### src/hdl/ltrc_pkg.sv
// Shared types and constants of the left-to-right character calculator.
package ltrc_pkg;

  typedef enum logic [2:0] {
    OP_NONE = 3'd0,
    OP_ADD  = 3'd1,
    OP_SUB  = 3'd2,
    OP_MUL  = 3'd3,
    OP_DIV  = 3'd4,
    OP_MOD  = 3'd5,
    OP_POW  = 3'd6
  } op_t;

  localparam logic [1:0] ST_OK      = 2'd0;
  localparam logic [1:0] ST_DIV0    = 2'd1;
  localparam logic [1:0] ST_MOD0    = 2'd2;
  localparam logic [1:0] ST_BADCHAR = 2'd3;

  localparam logic [7:0] CH_PLUS  = 8'h2B;
  localparam logic [7:0] CH_MINUS = 8'h2D;
  localparam logic [7:0] CH_STAR  = 8'h2A;
  localparam logic [7:0] CH_SLASH = 8'h2F;
  localparam logic [7:0] CH_PCT   = 8'h25;
  localparam logic [7:0] CH_CARET = 8'h5E;
  localparam logic [7:0] CH_SPACE = 8'h20;
  localparam logic [7:0] CH_ZERO  = 8'h30;
  localparam logic [7:0] CH_NINE  = 8'h39;
  localparam logic [7:0] CH_TAB   = 8'h09;
  localparam logic [7:0] CH_CR    = 8'h0D;

  localparam logic [2:0] PH_MUL_END = 3'd2;
  localparam logic [2:0] PH_POW_END = 3'd5;

  typedef enum logic [2:0] {
    CMD_IDLE   = 3'd0,
    CMD_DIGIT  = 3'd1,
    CMD_OPER   = 3'd2,
    CMD_FINAL  = 3'd3,
    CMD_STEP   = 3'd4,
    CMD_CLEAR  = 3'd5,
    CMD_BAD    = 3'd6
  } cmd_t;

  typedef enum logic [1:0] {
    RUN_NONE = 2'd0,
    RUN_DIV  = 2'd1,
    RUN_MUL  = 2'd2,
    RUN_POW  = 2'd3
  } run_t;

  typedef struct packed {
    cmd_t       cmd;
    op_t        new_op;
    logic [6:0] step;
    logic [2:0] phase;
  } ctrl_t;

  function automatic op_t op_of(input logic [7:0] c);
    unique case (c)
      CH_PLUS:  op_of = OP_ADD;
      CH_MINUS: op_of = OP_SUB;
      CH_STAR:  op_of = OP_MUL;
      CH_SLASH: op_of = OP_DIV;
      CH_PCT:   op_of = OP_MOD;
      CH_CARET: op_of = OP_POW;
      default:  op_of = OP_NONE;
    endcase
  endfunction

endpackage

### src/hdl/ltrc_controller.sv
// Controller: sequences accept, fold iterations, and result transfer.
module ltrc_controller
  import ltrc_pkg::*;
#(
  parameter int VALUE_WIDTH = 64
) (
  input  logic       clk,
  input  logic       rst,
  input  logic       valid,
  output logic       ready,
  input  logic [7:0] char_code,
  input  logic       is_last,
  input  run_t       run_kind,
  output ctrl_t      ctrl,
  output logic       out_valid,
  input  logic       out_ready,
  output logic       latch_out
);

  typedef enum logic [2:0] {S_IDLE, S_LOAD, S_RUN, S_DONE, S_OUT} state_t;

  localparam int STEPS = VALUE_WIDTH;

  state_t     state;
  logic [6:0] step;
  logic [2:0] phase;
  op_t        new_op;
  logic       last_r;
  logic       tail_r;
  logic       is_ws;
  logic       is_dig;
  op_t        op_in;
  logic       run_end;

  assign is_ws  = (char_code == CH_SPACE) ||
                  (char_code >= CH_TAB && char_code <= CH_CR);
  assign is_dig = (char_code >= CH_ZERO && char_code <= CH_NINE);
  assign op_in  = op_of(char_code);
  assign ready  = (state == S_IDLE);
  assign out_valid = (state == S_OUT);

  always_comb begin
    unique case (run_kind)
      RUN_DIV: run_end = (step == 7'(STEPS - 1));
      RUN_MUL: run_end = (phase == PH_MUL_END);
      RUN_POW: run_end = (step == 7'(STEPS - 1)) && (phase == PH_POW_END);
      default: run_end = 1'b1;
    endcase
  end

  always_comb begin
    ctrl.cmd    = CMD_IDLE;
    ctrl.new_op = new_op;
    ctrl.step   = step;
    ctrl.phase  = phase;
    latch_out   = 1'b0;
    unique case (state)
      S_IDLE: if (valid) begin
        if (is_ws) ctrl.cmd = CMD_IDLE;
        else if (is_dig) ctrl.cmd = CMD_DIGIT;
        else if (op_in != OP_NONE) ctrl.cmd = CMD_IDLE;
        else ctrl.cmd = CMD_BAD;
      end
      S_LOAD: ctrl.cmd = CMD_OPER;
      S_RUN:  ctrl.cmd = CMD_STEP;
      S_DONE: begin
        ctrl.cmd  = CMD_CLEAR;
        latch_out = last_r && !tail_r;
      end
      default: ctrl.cmd = CMD_IDLE;
    endcase
  end

  always_ff @(posedge clk) begin
    if (rst) begin
      state  <= S_IDLE;
      step   <= '0;
      phase  <= '0;
      new_op <= OP_NONE;
      last_r <= 1'b0;
      tail_r <= 1'b0;
    end else begin
      unique case (state)
        S_IDLE: if (valid) begin
          last_r <= is_last;
          tail_r <= is_last && (op_in != OP_NONE);
          new_op <= op_in;
          if (op_in != OP_NONE || is_last) state <= S_LOAD;
        end
        S_LOAD: begin
          step  <= '0;
          phase <= '0;
          state <= (run_kind == RUN_NONE) ? S_DONE : S_RUN;
        end
        S_RUN: begin
          if (run_end) state <= S_DONE;
          if (run_kind == RUN_POW) begin
            if (phase == PH_POW_END) begin
              phase <= '0;
              step  <= step + 7'd1;
            end else begin
              phase <= phase + 3'd1;
            end
          end else if (run_kind == RUN_MUL) begin
            phase <= phase + 3'd1;
          end else begin
            step <= step + 7'd1;
          end
        end
        S_DONE: begin
          if (tail_r) begin
            tail_r <= 1'b0;
            new_op <= OP_NONE;
            state  <= S_LOAD;
          end else begin
            state <= last_r ? S_OUT : S_IDLE;
          end
        end
        S_OUT:  if (out_ready) state <= S_IDLE;
        default: state <= S_IDLE;
      endcase
    end
  end

endmodule

### config.mk
export PLATFORM = sky130hd
export DESIGN_NAME = ltrc_controller
export DESIGN_NICKNAME = d
export VERILOG_FILES = /design/src/hdl/ltrc_pkg.sv /design/src/hdl/ltrc_controller.sv
export SDC_FILE = /design/constraint.sdc
export NUM_CORES = 1
export LEC_CHECK = 0
export BUFFER_PORTS_ARGS = -buffer_cell sky130_fd_sc_hd__buf_2
export CAP_MARGIN = 25
export CORE_MARGIN = 5
export CORE_UTILIZATION = 42
export DETAILED_ROUTE_END_ITERATION = 6
export HOLD_SLACK_MARGIN = 0.06
export PLACE_DENSITY = 0.66
export SYNTH_ARGS = -nofsm -noshare
export SYNTH_HDL_FRONTEND = slang
export SYNTH_SLANG_ARGS = --single-unit
### constraint.sdc
create_clock -name clk -period 2.3 [get_ports clk]
set_input_delay 0 -clock clk [delete_from_list [all_inputs] [get_ports clk]]
set_output_delay 0 -clock clk [all_outputs]
set_load 0.02 [all_outputs]
==> qor.yml <==
clocking:
  clockRootBuffer: "clkbuf_4"
  clk-insertion-delay-late_ns: 0.29
  cts_made_buffers: 3
  clkTransAtPathRegs_ns: 0.10
  cts_tree: "yes"
  clockBufferDepth: 2
  cts_hold_buf: 4
  cts_setup_buffers: 0
  clkSinkCount: 18
  cts_resized: 0
  htreeDepth: 1
cells_and_area:
  area_delta_synth_final_pct: 19.2
  nNetsFinal: 219
  drive_gt1_share_pct: 22.6
  num_antenna_cells: 0
  fin_cells: 243
  nFillCells: 297
placement:
  portBuffers: 33
  routabilityCongestion: 0.862
  dp.cells: 235
  place_ws_ns: 0.412
  hpwl_mm: 2.50
floorplan:
  io_pins: 34
  die_w_microns: 66.0
  die-area_sq_um: 4360
  fp.coreArea_sq_um: 3030
  die_h_microns: 66.0
  row_count: 20
  initial_core_util_pct: 43.6
timing:
  slew_viol_final: 0
  slew_headroom_pct: 57.4
  period_needed_ns: 1.96
  fin_worst_hold_slack_ns: 0.0886
  fmax_mhz: 510
  fin_skew_ns: 0.00823
  rsz0062_at_grt: "no"
  finalWorstSetupSlack_ns: 0.339
  setup_viol: 0
  final.setup.tns_ns: 0
  final.period_utilization_pct: 85.3
  hold_viol_final: 0
  tightest_slew_ns: 0.623
setup_path:
  crit_top_cell: "buf_2"
  critPathLaunchType: "input pin"
  worstSetupStartpoint: "char_code[2]"
  cp-end-kind: "output port"
  r2r-start: "state[1]"
  cp_slowest_cell: "dlygate4sd3_1"
  max_stage_delay_ns: 0.52
  crit_type: "input pin to output port"
  crit_chain: "dlygate4sd3_1 > buf_2 > nor2_1 > or4_1 > a2111oi_2 > o41ai_1 > buf_2"
  cp_data_arrival_time_ns: 1.96
  path_max_fanout: 9
  required_ns: 2.30
power_and_ir_drop:
  internal_power_mw: 0.513
  vdd_drop_max_mv: 0.236
  p_sw_mw: 0.281
  clkPwrFrac_pct: 25.1
  switching_share_pct: 35.4
  pwr-share-comb_pct: 30.9
  p_leak_nw: 0.638
  p_per_area_nw_per_um2: 505
  seq_power_share_pct: 44.0
min_path:
  hold_class: "input pin to flop"
  hp-start: "valid"
synth:
  syn_area_sq_um: 1320
  synthFlopType: "dfxtp_1"
  synth_top_area_share_pct: 27.3
  synth_top_cell_by_area: "dfxtp_1"
  synthMuxAreaShare_pct: 4.55
  synth_xor_area_share_pct: 0.664
  ys_warn_count: 0
  ys_types: 48
  synth_top_family_by_area: "simple AND/OR/NAND/NOR gates"
  synthArstFlopShare_pct: 0
  synth_seq_cells: 18
  synth_compound_area_share_pct: 26.0
  synthSimpleGateAreaFrac_pct: 32.1
  yosysSeqAreaShare_pct: 27.3
  syn_inst: 167
  synth_fa_ha_area_share_pct: 3.80
  synthTopCellsByArea: "dfxtp_1 (27%), nand2_1 (6.0%), mux2i_1 (4.6%), a21oi_1 (4.2%), nor2_1 (4.0%)"
  synth_edf_count: 0
  synth_nets: 186
  synth.avg_cell_area_sq_um: 7.90
global_routing:
  grtUsageMet3_pct: 2.89
  grt_pass1_wl_mm: 5.54
  grt_max_degree: 18
  use_met2_pct: 24.7
  grt_pass1_vias: 1232
  grt_usage_pct: 15.8
  top_usage_layer: "met2"
  antenna_found_initial: 0
  grt_util_met1_pct: 22.3
  overflow: 0
route:
  routedWlPerCell_microns: 13.8
  vias: 1348
  wl_mm: 3.36
  ant_nets: 0
  vias_per_cell: 5.55
  firstDrtPassIters: 4
  initialDrtViolationCount: 94
  drc: 0
job:
  maxCapViolCount: 0
outcome:
  outcome: "finished, final reports clean"
==> critical path: cells and delay by family <==
kind | cells | cell delay (ns)
AOI/OAI and AO/OA | 2 | 0.57
buffers and inverters | 3 | 0.91
and+or+nand+nor | 2 | 0.47
==> layer usage <==
layer	routed length, microns	share of wire (%)
met1	1700	51
met2	1550	46
met3	97	2.9
met4	15	0.45
met5	0	0
==> cells by family after synthesis <==
logic type / count (synthesis)
AND/OR/NAND/NOR: 77
AO/OA/AOI/OAI: 44
flip-flops: 18
buffers and inverters: 17
multiplexers: 6
adder cells (fa/ha/maj): 4
XOR/XNOR: 1
==> cell usage in the layout, fill, tap and decap left out, drive strengths merged, types with 5 or more instances in the layout <==
cell type,Yosys,final
a21oi,11,11
buf,4,33
dfxtp,18,18
inv,8,8
mux2i,6,6
nand2,21,21
nand3,5,5
nor2,14,14
nor3,5,5
==> power groups by stage <==
stage          Clock (mW)  Combinational (mW)  Sequential (mW)
6_report            0.199               0.245            0.349
5_1_grt             0.224               0.269            0.353
4_1_cts             0.210               0.245            0.349
3_5_place_dp            0               0.239            0.356
3_3_place_gp            0               0.236            0.354
2_1_floorplan           0               0.181            0.344
==> through the flow <==
stage	instance area (sq um)	util (%)	power, mW
floorplan	1320	-	0.525
global placement	1500	49.4	0.590
detailed placement	1500	49.4	0.595
CTS	1570	51.9	0.804
global route	1570	51.9	0.847
finish	1570	51.9	0.794
==> final timing paths <==
check                           cells after the start  slack (ns)        to
worst max-delay path                                7        0.34  ctrl[15]
worst min register to register                      2        0.46    last_r
worst max register to register                      4        0.37   step[3]
worst min-delay path                                4        0.09    tail_r
==> sequential cells by signal, indices dropped and copies added (netlist names) <==
| name | count |
|---|---|
| last_r | 1 |
| step | 7 |
| state | 3 |
| phase | 3 |
| new_op | 3 |
| tail_r | 1 |
==> cell type report <==
cell class | instances | area (sq um) | area share, %
multi-input combinational | 132 | 885 | 56.3
sequential | 18 | 360 | 22.9
timing repair buffer | 37 | 205 | 13.1
tap | 44 | 55.1 | 3.50
clock buffer | 4 | 36.3 | 2.31
inverter | 8 | 30.0 | 1.91
==> synth_stat cells (2+ instances only) <==
cell type and number:
or3b_2 2, or3b_1 2, nand2b_1 4, or3_1 4, inv_1 8, nor2b_1 3
a31oi_1 2, o2111ai_1 3, buf_2 2, nand3b_1 3, o41ai_1 2, o21ai_0 4
a21o_1 4, ha_1 4, nor3b_1 2, or4b_1 2, nor2_1 14, and2_1 2
clkbuf_1 5, a2111oi_0 2, mux2i_1 6, nand4_1 2, a21oi_1 11, a32oi_1 3
nor3_1 5, dfxtp_1 18, nand2_1 21, nand3_1 5, a211oi_1 3
(Power assumes the default switching activity.)
